==> src/rtl/tsd_pkg.sv <==
// Shared types and constants for the temperature sensor scratchpad decoder.
// No dependencies; used by tsd_frame, tsd_result and the top level.
package tsd_pkg;

  localparam int unsigned ByteW = 8;
  localparam int unsigned TempW = 16;
  localparam int unsigned PosW  = 4;

  // Scratchpad byte positions
  localparam logic [PosW-1:0] PosTempLo      = 4'd0;
  localparam logic [PosW-1:0] PosTempHi      = 4'd1;
  localparam logic [PosW-1:0] PosResolution  = 4'd4;
  localparam logic [PosW-1:0] PosCountRemain = 4'd6;
  localparam logic [PosW-1:0] PosCountPerDeg = 4'd7;
  localparam logic [PosW-1:0] PosCrc         = 4'd8;

  // Captured frame contents handed from the frame tracker to the result stage
  typedef struct packed {
    logic [ByteW-1:0] crc;
    logic [ByteW-1:0] temp_lo;
    logic [ByteW-1:0] temp_hi;
    logic [ByteW-1:0] resolution;
    logic [ByteW-1:0] count_remain;
    logic [ByteW-1:0] count_per_degree;
  } tsd_frame_t;

endpackage

==> src/rtl/temp_sensor_scratchpad_decoder.sv <==
// Top level of the temperature sensor scratchpad decoder: input register,
// family code register and handshake. Depends on tsd_pkg, tsd_frame, tsd_result.

// Takes one scratchpad byte per transfer on the slave stream (data byte in
// tdata, frame start flag in tuser) and sustains one byte per clock cycle.
// A byte is held in the input register, where the CRC-8 update and field
// capture run; when it is byte 8 the CRC check and temperature conversion
// load the result register from it, and the result is offered on the master
// stream from the result register until it is taken.
// Throughput is set by the combinational byte CRC update; the only stall is a
// final byte meeting a full result register that is not being taken.
// family_code (reset 0x28) is written through cfg_wr_en_i/cfg_wr_data_i
// while the block is idle, a rule for the user that the block does not enforce;
// code 0x10 selects the nine-bit conversion.
module temp_sensor_scratchpad_decoder (
  input  logic        clk_i,
  input  logic        rst_ni,
  input  logic        cfg_wr_en_i,
  input  logic [7:0]  cfg_wr_data_i,
  input  logic        s_axis_tvalid,
  output logic        s_axis_tready,
  input  logic [7:0]  s_axis_tdata,   // [7:0] data_byte
  input  logic        s_axis_tuser,   // [0] frame_start
  output logic        m_axis_tvalid,
  input  logic        m_axis_tready,
  output logic [23:0] m_axis_tdata,   // [15:0] temperature_sixteenths, [23:16] computed_crc
  output logic        m_axis_tuser    // [0] crc_ok
);
  import tsd_pkg::*;

  localparam logic [ByteW-1:0] FamilyReset = 8'h28;

  logic             in_valid_q;
  logic [ByteW-1:0] in_byte_q;
  logic             in_start_q;
  logic [ByteW-1:0] family_q;
  logic             is_final;
  logic             slot_free;
  logic             advance;
  logic             load;
  tsd_frame_t       frame;
  logic [TempW-1:0] temp;
  logic             crc_ok;
  logic [ByteW-1:0] crc;

  // the held byte moves on unless it needs a result slot that is busy
  assign advance       = in_valid_q && (!is_final || slot_free);
  assign load          = advance && is_final;
  assign s_axis_tready = !in_valid_q || advance;

  // input register
  always_ff @(posedge clk_i or negedge rst_ni) begin
    if (!rst_ni) begin
      in_valid_q <= 1'b0;
    end else if (s_axis_tvalid && s_axis_tready) begin
      in_valid_q <= 1'b1;
    end else if (advance) begin
      in_valid_q <= 1'b0;
    end
  end

  always_ff @(posedge clk_i) begin
    if (s_axis_tvalid && s_axis_tready) begin
      in_byte_q  <= s_axis_tdata;
      in_start_q <= s_axis_tuser;
    end
  end

  // family code register
  always_ff @(posedge clk_i or negedge rst_ni) begin
    if (!rst_ni) begin
      family_q <= FamilyReset;
    end else if (cfg_wr_en_i) begin
      family_q <= cfg_wr_data_i;
    end
  end

  tsd_frame u_frame (
    .clk_i   (clk_i),
    .rst_ni  (rst_ni),
    .step_i  (advance),
    .byte_i  (in_byte_q),
    .start_i (in_start_q),
    .final_o (is_final),
    .frame_o (frame)
  );

  tsd_result u_result (
    .clk_i       (clk_i),
    .rst_ni      (rst_ni),
    .load_i      (load),
    .frame_i     (frame),
    .crc_byte_i  (in_byte_q),
    .family_i    (family_q),
    .out_ready_i (m_axis_tready),
    .slot_free_o (slot_free),
    .out_valid_o (m_axis_tvalid),
    .temp_o      (temp),
    .crc_ok_o    (crc_ok),
    .crc_o       (crc)
  );

  assign m_axis_tdata = {crc, temp};
  assign m_axis_tuser = crc_ok;

  // a result is only loaded into a free slot
  a_load_slot_free: assert property (@(posedge clk_i) disable iff (!rst_ni)
    load |-> (!m_axis_tvalid || m_axis_tready))
    else $error("result loaded over a pending result");

  // a loaded result is offered in the next cycle
  a_load_offered: assert property (@(posedge clk_i) disable iff (!rst_ni)
    load |=> m_axis_tvalid)
    else $error("loaded result not offered");

  // an empty input register always takes a byte
  a_empty_ready: assert property (@(posedge clk_i) disable iff (!rst_ni)
    !in_valid_q |-> s_axis_tready)
    else $error("input stalled while empty");

  // a failed CRC reports a zero temperature
  a_bad_crc_zero: assert property (@(posedge clk_i) disable iff (!rst_ni)
    (m_axis_tvalid && !m_axis_tuser) |-> (m_axis_tdata[15:0] == '0))
    else $error("nonzero temperature with bad CRC");

endmodule

==> src/rtl/tsd_frame.sv <==
// Frame tracker: byte position counter, running CRC-8 and captured scratchpad fields.
// Depends on tsd_pkg.
module tsd_frame (
  input  logic                        clk_i,
  input  logic                        rst_ni,
  input  logic                        step_i,
  input  logic [tsd_pkg::ByteW-1:0]   byte_i,
  input  logic                        start_i,
  output logic                        final_o,
  output tsd_pkg::tsd_frame_t         frame_o
);
  import tsd_pkg::*;

  localparam logic [ByteW-1:0] CrcPoly = 8'h8C;

  // Reflected CRC-8, one byte per call (eight narrow bit steps)
  function automatic logic [ByteW-1:0] crc8_update(input logic [ByteW-1:0] crc_in,
                                                   input logic [ByteW-1:0] data_in);
    logic [ByteW-1:0] c;
    logic [ByteW-1:0] d;
    logic             mix;
    c = crc_in;
    d = data_in;
    for (int b = 0; b < ByteW; b++) begin
      mix = c[0] ^ d[0];
      c   = {1'b0, c[ByteW-1:1]};
      if (mix) begin
        c = c ^ CrcPoly;
      end
      d = {1'b0, d[ByteW-1:1]};
    end
    return c;
  endfunction

  logic [PosW-1:0]  pos_q, pos_d;
  logic [ByteW-1:0] crc_q, crc_d;
  logic [ByteW-1:0] lo_q, hi_q, res_q, cr_q, cpd_q;
  logic [PosW-1:0]  pos_eff;
  logic [ByteW-1:0] crc_eff;

  // frame_start restarts the count and the CRC
  assign pos_eff = start_i ? PosTempLo : pos_q;
  assign crc_eff = start_i ? '0 : crc_q;
  assign final_o = (pos_eff >= PosCrc);

  // next position and CRC
  always_comb begin
    pos_d = pos_q;
    crc_d = crc_q;
    if (step_i) begin
      if (final_o) begin
        pos_d = PosTempLo;
        crc_d = '0;
      end else begin
        pos_d = pos_eff + 4'd1;
        crc_d = crc8_update(crc_eff, byte_i);
      end
    end
  end

  always_ff @(posedge clk_i or negedge rst_ni) begin
    if (!rst_ni) begin
      pos_q <= PosTempLo;
      crc_q <= '0;
    end else begin
      pos_q <= pos_d;
      crc_q <= crc_d;
    end
  end

  // field capture, no reset needed
  always_ff @(posedge clk_i) begin
    if (step_i && !final_o) begin
      case (pos_eff)
        PosTempLo:      lo_q  <= byte_i;
        PosTempHi:      hi_q  <= byte_i;
        PosResolution:  res_q <= byte_i;
        PosCountRemain: cr_q  <= byte_i;
        PosCountPerDeg: cpd_q <= byte_i;
        default: ;
      endcase
    end
  end

  assign frame_o.crc              = crc_q;
  assign frame_o.temp_lo          = lo_q;
  assign frame_o.temp_hi          = hi_q;
  assign frame_o.resolution       = res_q;
  assign frame_o.count_remain     = cr_q;
  assign frame_o.count_per_degree = cpd_q;

endmodule

==> src/rtl/tsd_result.sv <==
// Result stage: CRC check, temperature conversion and the output register.
// Depends on tsd_pkg.
module tsd_result (
  input  logic                        clk_i,
  input  logic                        rst_ni,
  input  logic                        load_i,
  input  tsd_pkg::tsd_frame_t         frame_i,
  input  logic [tsd_pkg::ByteW-1:0]   crc_byte_i,
  input  logic [tsd_pkg::ByteW-1:0]   family_i,
  input  logic                        out_ready_i,
  output logic                        slot_free_o,
  output logic                        out_valid_o,
  output logic [tsd_pkg::TempW-1:0]   temp_o,
  output logic                        crc_ok_o,
  output logic [tsd_pkg::ByteW-1:0]   crc_o
);
  import tsd_pkg::*;

  localparam logic [ByteW-1:0] FamilyOld         = 8'h10;
  localparam logic [ByteW-1:0] FullCountPerDeg   = 8'h10;
  localparam logic [TempW-1:0] CountRemainOffset = 16'd12;
  localparam logic [TempW-1:0] MaskDegree        = 16'hFFF0;
  localparam logic [1:0]       Res9Bit           = 2'b00;
  localparam logic [1:0]       Res10Bit          = 2'b01;
  localparam logic [1:0]       Res11Bit          = 2'b10;

  logic             valid_q;
  logic [TempW-1:0] temp_q, temp_d;
  logic             ok_q, ok_d;
  logic [ByteW-1:0] crc_q;
  logic [TempW-1:0] raw;
  logic [TempW-1:0] shifted;
  logic [TempW-1:0] conv;

  assign slot_free_o = !valid_q || out_ready_i;

  // temperature conversion, 16-bit wrap
  always_comb begin
    raw     = {frame_i.temp_hi, frame_i.temp_lo};
    shifted = {raw[TempW-4:0], 3'b000};
    conv    = raw;
    if (family_i == FamilyOld) begin
      if (frame_i.count_per_degree == FullCountPerDeg) begin
        conv = (shifted & MaskDegree) + CountRemainOffset
               - {{(TempW-ByteW){1'b0}}, frame_i.count_remain};
      end else begin
        conv = shifted;
      end
    end else begin
      case (frame_i.resolution[6:5])
        Res9Bit:  conv = raw & 16'hFFF8;
        Res10Bit: conv = raw & 16'hFFFC;
        Res11Bit: conv = raw & 16'hFFFE;
        default:  conv = raw;
      endcase
    end
    ok_d   = (frame_i.crc == crc_byte_i);
    temp_d = ok_d ? conv : '0;
  end

  always_ff @(posedge clk_i or negedge rst_ni) begin
    if (!rst_ni) begin
      valid_q <= 1'b0;
    end else if (load_i) begin
      valid_q <= 1'b1;
    end else if (out_ready_i) begin
      valid_q <= 1'b0;
    end
  end

  always_ff @(posedge clk_i) begin
    if (load_i) begin
      temp_q <= temp_d;
      ok_q   <= ok_d;
      crc_q  <= frame_i.crc;
    end
  end

  assign out_valid_o = valid_q;
  assign temp_o      = temp_q;
  assign crc_ok_o    = ok_q;
  assign crc_o       = crc_q;

endmodule

==> config.mk <==
export PLATFORM = sky130hd
export DESIGN_NAME = temp_sensor_scratchpad_decoder
export DESIGN_NICKNAME = d
export VERILOG_FILES = /design/src/rtl/tsd_pkg.sv /design/src/rtl/temp_sensor_scratchpad_decoder.sv /design/src/rtl/tsd_frame.sv /design/src/rtl/tsd_result.sv
export SDC_FILE = /design/constraint.sdc
export NUM_CORES = 1
export LEC_CHECK = 0
export BUFFER_PORTS_ARGS = -buffer_cell sky130_fd_sc_hd__buf_2
export CAP_MARGIN = 10
export CORE_UTILIZATION = 25
export CTS_CLUSTER_SIZE = 25
export DETAILED_ROUTE_END_ITERATION = 16
export PLACE_DENSITY = 0.5
export SYNTH_ARGS = -nofsm -noshare
export SYNTH_HDL_FRONTEND = slang
export SYNTH_SLANG_ARGS = --single-unit
==> constraint.sdc <==
create_clock -name clk_i -period 5.63 [get_ports clk_i]
set_clock_uncertainty 0.05 [all_clocks]
set_input_delay 0.563 -clock clk_i [delete_from_list [all_inputs] [get_ports clk_i]]
set_output_delay 0.563 -clock clk_i [all_outputs]
set_load 0.02 [all_outputs]
**Word-level counts from Yosys, hierarchy flattened**

Cells that the tools add are included.

- Register bits: 95
- Input bits: 22
- Output and inout port bits: 27
- Word-level logic and storage cells: 96

- Add/sub/neg operators: 3
- $lt $le $gt $ge: 1
- Eq/ne operators: 9
- Multiplexer cells: 33
- Bitwise logic cells: 16
- Reductions and logical operators: 19

Operators with widths:

| operator | number |
|---|---|
| $mux 8 | 24 |
| $mux 16 | 2 |
| $not 2->3 | 8 |
| $add 16x4->16 const B | 1 |
| $eq 8x5->1 const B | 2 |
| $sub 16x8->16 | 1 |
| $eq 4x3->1 const B | 3 |
| $reduce_and 2->1 | 5 |
| $pmux 3 s3 | 1 |
| $eq 8x8->1 | 1 |
| $mux 4 | 2 |
| $xor 1x1->1 | 8 |
| $add 4x1->4 const B | 1 |
| $eq 4x1->1 const B | 1 |
| $ge 4x4->1 const B | 1 |
| $logic_and 1x1->1 | 4 |
| $logic_not 4->1 | 1 |
| $mux 1 | 4 |
| $reduce_bool 2->1 | 2 |
| $logic_not 1->1 | 3 |
| $logic_or 1x1->1 | 3 |
| $eq 2x1->1 const B | 1 |
| $eq 2x2->1 const B | 1 |
| $logic_not 2->1 | 1 |

**Logic depth before layout (Yosys ltp)**

Gate-level depths: netlist (run 1).

- Depth after elaboration: 33
- Mapped depth: 8
- Gate-level depth less buffers: 8

**Hierarchy**

From an unflattened synthesis (run 1), not the netlist that was laid out.

- Cell total of the unflattened synthesis: 335
- Area, all modules: 4,484.3 µm²

Modules (own cells, without submodules):

| module | times used | cells an instance | area each (µm²) |
|---|---|---|---|
| tsd_frame | 1 | 148 | 2,158.3 |
| tsd_result | 1 | 154 | 1,659.1 |
| temp_sensor_scratchpad_decoder | 1 | 33 | 666.9 |

**Least setup slack after synthesis (run 1)**

OpenSTA, ideal clock, no wires.

- Path kind: register to register
- Start: reg in_start_q
- End: reg u_result.crc_q[0], in the netlist u_result.crc_o[0] (enable)
- Library setup time: 407 ps
- Arrival: 2,309 ps
- Required time: 5,173 ps
- Path slack: 2,865 ps
- Stages on the path, launching flop included: 6
- Period minus slack after synthesis: 2,765 ps
- Cell sequence: edfxtp_1 -> clkbuf_1 -> nand2b_1 -> o21ai_0 -> clkbuf_1 -> nor2_1

- Longest elaborated chain between the ends: 6

RTL lines:

| what | line | source |
|---|---|---|
| from (decl) | temp_sensor_scratchpad_decoder.sv:35 | `logic in_start_q;` |
| from (signal assigned) | temp_sensor_scratchpad_decoder.sv:65 | `in_start_q <= s_axis_tuser;` |
| $mux 4 (*) | tsd_frame.sv:42 | `assign pos_eff = start_i ? PosTempLo : pos_q;` |
| $ge 4x4->1 (*) | tsd_frame.sv:44 | `assign final_o = (pos_eff >= PosCrc);` |
| $logic_not 1->1 | temp_sensor_scratchpad_decoder.sv:47 | `assign advance = in_valid_q && (!is_final \|\| slot_free);` |
| $logic_or 1x1->1 | temp_sensor_scratchpad_decoder.sv:47 |  |
| $logic_and 1x1->1 | temp_sensor_scratchpad_decoder.sv:47 |  |
| $logic_and 1x1->1 (*) | temp_sensor_scratchpad_decoder.sv:48 | `assign load = advance && is_final;` |
| net load | temp_sensor_scratchpad_decoder.sv:40 | `logic load;` |
| to (signal assigned) | tsd_result.sv:75 | `crc_q <= frame_i.crc;` |
| to (decl) | tsd_result.sv:30 | `logic [ByteW-1:0] crc_q;` |

The timed path passes the listed nets; every way through them passes the cells marked *.
A chain may end at the register's enable or synchronous reset.

**Final worst setup path (run 1)**

- Start: reg in_start_q
- End: reg u_frame.cpd_q[1] (enable)

- Longest elaborated chain between the ends: 7

RTL lines:

| what | line | source |
|---|---|---|
| $mux 4 (*) | tsd_frame.sv:42 |  |
| $ge 4x4->1 | tsd_frame.sv:44 |  |
| $logic_not 1->1 | temp_sensor_scratchpad_decoder.sv:47, tsd_frame.sv:73 |  |
| $logic_or 1x1->1 | temp_sensor_scratchpad_decoder.sv:47 |  |
| $logic_and 1x1->1 | temp_sensor_scratchpad_decoder.sv:47 |  |
| $logic_and 1x1->1 | tsd_frame.sv:73 | `if (step_i && !final_o) begin` |
| $reduce_and 2->1 (no line) (*) | - |  |
| to (signal assigned) | tsd_frame.sv:79 | `PosCountPerDeg: cpd_q <= byte_i;` |
| to (decl) | tsd_frame.sv:37 | `logic [ByteW-1:0] lo_q, hi_q, res_q, cr_q, cpd_q;` |

Every way passes the cells marked *; elsewhere a longest branch is shown, timed or not.

==> results of run 1 <==
[per-stage QoR]
step	setup WS, ps	hold WS (ps)
floorplan	2860	217
global placement	3300	426
detailed placement	3170	426
CTS	3150	159
global route	2990	171
finish	3150	155
[cell type report]
type / instances / area (µm²)
clock inverters: 5 / 104
inverters: 12 / 45.0
well taps: 216 / 270
flip-flops and latches: 90 / 2590
clock buffers: 11 / 233
repair buffers: 50 / 255
fillers: 1618 / 11000
multi-input cells: 196 / 1420
[layer usage]
| layer | vias to the layer above | global-route usage | part of all wire |
|---|---|---|---|
| li1 | 1208 | - | - |
| met1 | 1143 | 0.128 | 0.47 |
| met2 | 41 | 0.165 | 0.48 |
| met3 | 7 | 0.0332 | 0.040 |
| met4 | 0 | 0.0246 | 0.0082 |
| met5 | - | 0 | 0 |
[power groups by stage]
stage / clock, mW / combinational [mW] / sequential, mW
after floorplan: 0 / 0.264 / 0.836
after global placement: 0 / 0.306 / 0.870
after detailed placement: 0 / 0.311 / 0.869
after CTS: 0.682 / 0.313 / 0.856
after global routing: 0.708 / 0.344 / 0.863
final: 0.663 / 0.309 / 0.854
[worst reg2reg max path: cells and delay by family (launching register included)]
| family | cells | cell delay, ps |
|---|---|---|
| adder cells (fa/ha/maj) | 1 | 260 |
| buffers and inverters | 1 | 60 |
| flip-flops | 1 | 550 |
| AND/OR/NAND/NOR | 2 | 1170 |
[synthesized netlist by cell type, drive strengths merged, types with 7 or more instances]
master  count  area [µm²]
edfxtp     68        2040
xnor2      31         279
nor2       28         105
dfrtp      20         500
nand2      17        63.8
o21ai      17        88.8
a211oi     15         123
xor2       14         123
inv        12        45.0
a21oi      10        53.8
clkbuf      9        33.8
ha          9         113
mux2        8        90.1
nand2b      7        43.8
[flip-flops by register name (all words and copies together), names as in the netlist]
register              cells
u_frame.cpd_q             8
u_result.temp_o          16
u_frame.crc_q             8
family_q                  8
u_frame.pos_q             4
in_valid_q                1
u_frame.lo_q              8
u_frame.cr_q              8
in_byte_q                 8
u_frame.hi_q              8
u_result.out_valid_o      1
u_result.crc_o            8
in_start_q                1
u_frame.res_q             2
u_result.crc_ok_o         1
[cells in the final DEF, fill, tap and decap left out, types with 12 or more instances in the layout]
cell	netlist	layout
edfxtp_1	68	68
buf_2	0	48
xnor2_1	30	30
nor2_1	28	27
dfrtp_1	20	20
nand2_1	17	17
o21ai_0	16	16
xor2_1	14	14
a211oi_1	13	13
inv_1	12	12
[logic make-up (layout without fill, tap and decap cells)]
kind of cell,count (synthesis),after routing,synth area share
buffers and inverters,21,78,0.0192
XOR/XNOR,46,46,0.104
flip-flops,90,90,0.634
AO/OA/AOI/OAI,53,53,0.0871
multiplexers,10,10,0.0269
AND/OR/NAND/NOR,78,78,0.102
adder cells (fa/ha/maj),9,9,0.0275
[worst paths after layout]
kind / start / endpoint / slack [ps] / cells past startpoint
max: in_start_q$_DFFE_PP_ / u_frame.cpd_q[1]$_DFFE_PP_ / 3150 / 4
min: rst_ni / family_q[7]$_DFFE_PN0P_ / 160 / 1
max reg2reg: in_start_q$_DFFE_PP_ / u_frame.cpd_q[1]$_DFFE_PP_ / 3150 / 4
min reg2reg: u_frame.pos_q[0]$_DFFE_PN0P_ / u_frame.pos_q[0]$_DFFE_PN0P_ / 430 / 2
max in group asynchronous: rst_ni / family_q[3]$_DFFE_PN1P_ / 5010 / 1
min in group clk_i: s_axis_tdata[2] / in_byte_q[2]$_DFFE_PP_ / 350 / 1
==> metrics.md, run 1 <==
| Metric | Value |
|---|---|
| TNS Setup | 0 ps |
| Chip height | 130 µm |
| Clock slew at reported path FFs | roughly 60 ps |
| Max Clk Rate | between 0.4 and 0.5 GHz |
| DRC | 0 |
| Tcrit/Tclk final | 0.440 |
| Port buffer count | 48 |
| WL final | ~7.9 mm |
| Clock Latency Late Sink | 330 ps |
| Number of DRC markers in iteration 0 | 161 |
| Relative slew slack | 0.312 |
| Antenna violations before repair | 0 |
| # diodes | 0 |
| Die X-Extent | between 100 and 150 µm |
| Syn avg cell area | 13.3 µm² |
| Logic pwr share | 0.169 |
| Cts hold-fix bufs | 0 |
| Tot GR Track Use | 0.101 |
| Starting density of the core | 0.257 |
| HPWL after DPL | between 5 and 6 mm |
| Post-synth EDFFs | between 60 and 70 |
| Syn Inst Count | 307 |
| Clk buf depth | 2 |
| Worst setup path class | reg2reg |
| CTS resizes | 0 |
| Gpl congestion | a little under 0.8 |
| Wire per inst | roughly 14 µm |
| CP startpoint kind | flop |
| Minimum clock period | around 2500 ps |
| Required @ worst endpoint | approximately 5500 ps |
| YS warnings | 0 |
| Endpoints failing hold | 0 |
| Seq/Total Area, Yosys | 0.634 |
| Num rows | 46 |
| Placed cell count | 564 |
| Worst Setup End Kind | flop |
| Critical Path, Cell by Cell | nor2b_1, ha_1, inv_1, nor3_1 |
| Post-CTS setup buffer count | 0 |
| Hold Crit Class | in2async |
| Internal power | 1.37 mW |
| Top FF cell, synth | edfxtp_1 |
| Top Family by Delay on Critical Path | simple AND/OR/NAND/NOR gates |
| Vias | ~2,400 |
| Power share of the clock group | 0.363 |
| Max IR drop VDD | 157 µV |
| Crit Path Max Fanout | 13 |
| Final core occ | 0.309 |
| MaxCap Viol Count | 0 |
| Vias in the first global route | roughly 2,300 |
| Worst-margin pin slew | roughly 1000 ps |
| CTS tree | built |
| First-pass GRT wire length | approximately 12 mm |
| CTS H-tree lvls | 3 |
| Final setup viols | 0 |
| Leakage power | ~1.9 nW |
| Status | finished clean |
| Pre-antenna DRT Iters | 4 |
| Detail Route Antenna Nets | 0 |
| Final Max Slew Viols | 0 |
| Vias per cell | slightly above 4 |
| Flop pwr share | 0.468 |
| Post-synthesis async set-or-reset flop share | 0.244 |
| Pin count of the biggest net entering global routing | 30 |
| RSZ-0062 raised after global routing | false |
| Core area | roughly 0.016 mm² |
| CP Buf/Inv Count | 1 |
| Worst EP arrival | ~2400 ps |
| Die ar. | between 0.015 and 0.02 mm² |
| Crit-path max cell delay | a little over 800 ps |
| Clock sink count | 90 |
| Total Power | around 1.8 mW |
| Clk Tree Root Cell | clkbuf_16 |
| Dpl cell area | approximately 0.0046 mm² |
| Net Sw Frac | 0.247 |
| #FFs+latches synth | 90 |
| I/O pins | 49 |
| Mapped Area | 0.00410 mm² |
| Syn Nets | approximately 340 |
| Share of cells above drive strength 1 | 0.234 |
| Power per Cell Area | roughly 370 mW/mm² |
| Fin nets | 390 |
| Area grow syn2layout | 20.3% |
| Total grt overflow | 0 |
| CTS Buf Count | 9 |
| CP max-delay cell | nor3_1 |
| Count of cell types in the netlist | 42 |
| Final instance area | 0.00493 mm² |
| NetSw | between 400 and 500 µW |
| Layout Cells excl Fill | 580 |
Note: power is estimated with default switching activity, not from simulation.
==> run 2, diff against run 1 <==
PLACE_DENSITY = 0.51   (was 0.5)
clock period = 2.1 ns   (was 5.63 ns; I/O delays follow)
==> metrics.md, run 2 (synthesis gave the netlist of run 1 again) <==
| Metric | Value |
|---|---|
| Commonest non-fill, non-tap cell in the layout | edfxtp_1 |
| Tcrit/Tclk final | 0.996 (+0.557) |
| Hold_ws | 46.3 ps (-109 ps) |
| Reg2reg start | u_frame.hi_q[0]$_DFFE_PP_ |
| Gpl congestion | 0.741 (-5.2%) |
| Vias in the first global route | 2,510 (+8.8%) |
| Critical Path, Cell by Cell | or3_4, or4_4, a211oi_2, xnor2_1, a211oi_2 |
| CTS H-tree lvls | 3 (unchanged) |
| Worst Setup End Kind | flop |
| Area grow syn2layout | 31.6% |
| MaxCap Viol Count | 0 (unchanged) |
| # diodes | 0 (unchanged) |
| Tot GR Track Use | 0.106 (+0.00487) |
| Most frequent CP cell | a211oi_2 |
| Worst setup path class | reg2reg |
| Hold Crit Class | in2reg |
| Share of cells above drive strength 1 | 0.329 (+0.0958) |
| Clk Tree Root Cell | clkbuf_16 |
| Crit Path Max Fanout | 3 (-10) |
| CTS tree | built |
| Max Clk Rate | 0.478 GHz (+18%) |
| Relative slew slack | 0.483 (+0.171) |
| Endpoints failing hold | 0 (unchanged) |
| Placed cell count | 600 (+6.4%) |
| Starting density of the core | 0.257 (unchanged) |
| Power per Cell Area | 923 mW/mm² (+150%) |
| Wire per inst | 13.2 µm (-3.4%) |
| Final setup viols | 0 (unchanged) |
| Vias | 2,587 (+7.8%) |
| TNS Setup | 0 ps (unchanged) |
| Status | finished clean |
| Clock sink count | 90 (unchanged) |
| Minimum clock period | 2090 ps (-383 ps) |
| Clk buf depth | 2 (unchanged) |
| HP Start | cfg_wr_data_i[6] |
| Worst EP arrival | 2130 ps (-250 ps) |
| Pre-antenna DRT Iters | 4 (unchanged) |
| CTS Buf Count | 9 (unchanged) |
| Most frequent cells in the layout | edfxtp_1 (68), buf_2 (48), buf_4 (39), xnor2_1 (30), nor2_1 (27) |
| Worst-margin pin slew | 774 ps (-250 ps) |
| Antenna violations before repair | 0 (unchanged) |
| Worst setup path start | u_frame.hi_q[0]$_DFFE_PP_ |
| CP startpoint kind | flop |
| R2R Setup Slk | 8 ps (-3150 ps) |
| Total grt overflow | 0 (unchanged) |
| Clock Latency Late Sink | 340 ps (about the same) |
| DRC | 0 (unchanged) |
| Clock slew at reported path FFs | 60 ps (about the same) |
| Leakage power | 2.10 nW (+12%) |
| # fillers | 1,612 (-0.37%) |
| Layout Cells excl Fill | 629 (+8.4%) |
| Chip height | 130 µm (unchanged) |
| Max IR drop VDD | 518 µV (+230%) |
| Number of flip-flops in the largest register | 16 (unchanged) |
| Die ar. | 0.0169 mm² (unchanged) |
| Num rows | 46 (unchanged) |
| Core area | 0.0159 mm² (unchanged) |
| Crit-path max cell delay | 510 ps (-320 ps) |
| Port buffer count | 48 (unchanged) |
| HPWL after DPL | 6.19 mm (+6.5%) |
| Area taken by flip-flops and latches | 0.00259 mm² (unchanged) |
| First-pass GRT wire length | 13.1 mm (+5.0%) |
| Required @ worst endpoint | 2140 ps (-3390 ps) |
| Pin count of the biggest net entering global routing | 30 (unchanged) |
| Fin nets | 439 (+13%) |
| RSZ-0062 raised after global routing | true |
| Area occupied by multi-input gates | 0.00149 mm² (+4.5%) |
| Vias per cell | 4.11 (-0.56%) |
| CP max-delay cell | or4_4 |
| I/O pins | 49 (unchanged) |
| Number of DRC markers in iteration 0 | 111 (-31%) |
| Final Max Slew Viols | 0 (unchanged) |
| Die X-Extent | 130 µm (unchanged) |
| Detail Route Antenna Nets | 0 (unchanged) |
| WL final | 8.32 mm (+4.7%) |
## run 2: layout make-up
type / count / share of cell area
flip-flops and latches: 90 / 0.482
clock buffers: 9 / 0.0418
inverters: 12 / 0.00836
repair buffers: 99 / 0.123
clock inverters: 7 / 0.0188
well taps: 216 / 0.0502
multi-input cells: 196 / 0.276
## run 2: critical path: cells and delay by family, from the launching register on
kind | cells | cell delay [ps]
flops | 1 | 390
xor+xnor | 1 | 160
simple gates | 2 | 930
compound gates | 2 | 310
## run 2: per-stage QoR
stage	setup WS [ps]	area, µm²	power [mW]	util
floorplan	46.6	4110	2.95	-
global placement	-73.3	4880	3.22	0.306
detailed placement	-14.6	4880	3.24	0.306
CTS	-16.9	5330	5.02	0.334
global route	-88.3	5390	5.22	0.338
finish	7.73	5390	4.97	0.338
## run 2: path summary, 6_finish.rpt
kind                                                     end  depth (start not counted)
min                                  family_q[6]$_DFFE_PN0P_                          2
min reg2reg                     u_frame.pos_q[0]$_DFFE_PN0P_                          2
max reg2reg                u_result.temp_o[15]$_SDFFCE_PN0P_                          5
min in group asynchronous            family_q[7]$_DFFE_PN0P_                          2
max                        u_result.temp_o[15]$_SDFFCE_PN0P_                          5
max in group asynchronous            family_q[3]$_DFFE_PN1P_                          2
## run 2: layer usage
| metal | track usage | vias to the layer above | part of all wire |
|---|---|---|---|
| met1 | 0.129 | 1217 | 0.46 |
| met3 | 0.0361 | 10 | 0.043 |
| met5 | 0 | - | 0 |
| li1 | - | 1305 | - |
| met2 | 0.169 | 55 | 0.47 |
| met4 | 0.0451 | 0 | 0.022 |
## run 2: report_power, final
group | switching [mW] | internal, mW | leakage, nW
combinational | 0.455 | 0.532 | 1.01
sequential | 0.163 | 2.08 | 0.922
clock | 0.687 | 1.05 | 0.160
total | 1.30 | 3.67 | 2.10
## run 2: what timing repair did
action / 4_1_cts / 5_1_grt
gates resized for setup: 3 / 12
setup endpoints to repair: 4 / 17
buffers inserted: 0 / 2
pin swaps: 2 / 10
endpoints found under the hold margin: 30 / 0
hold buffers: 11 / 0
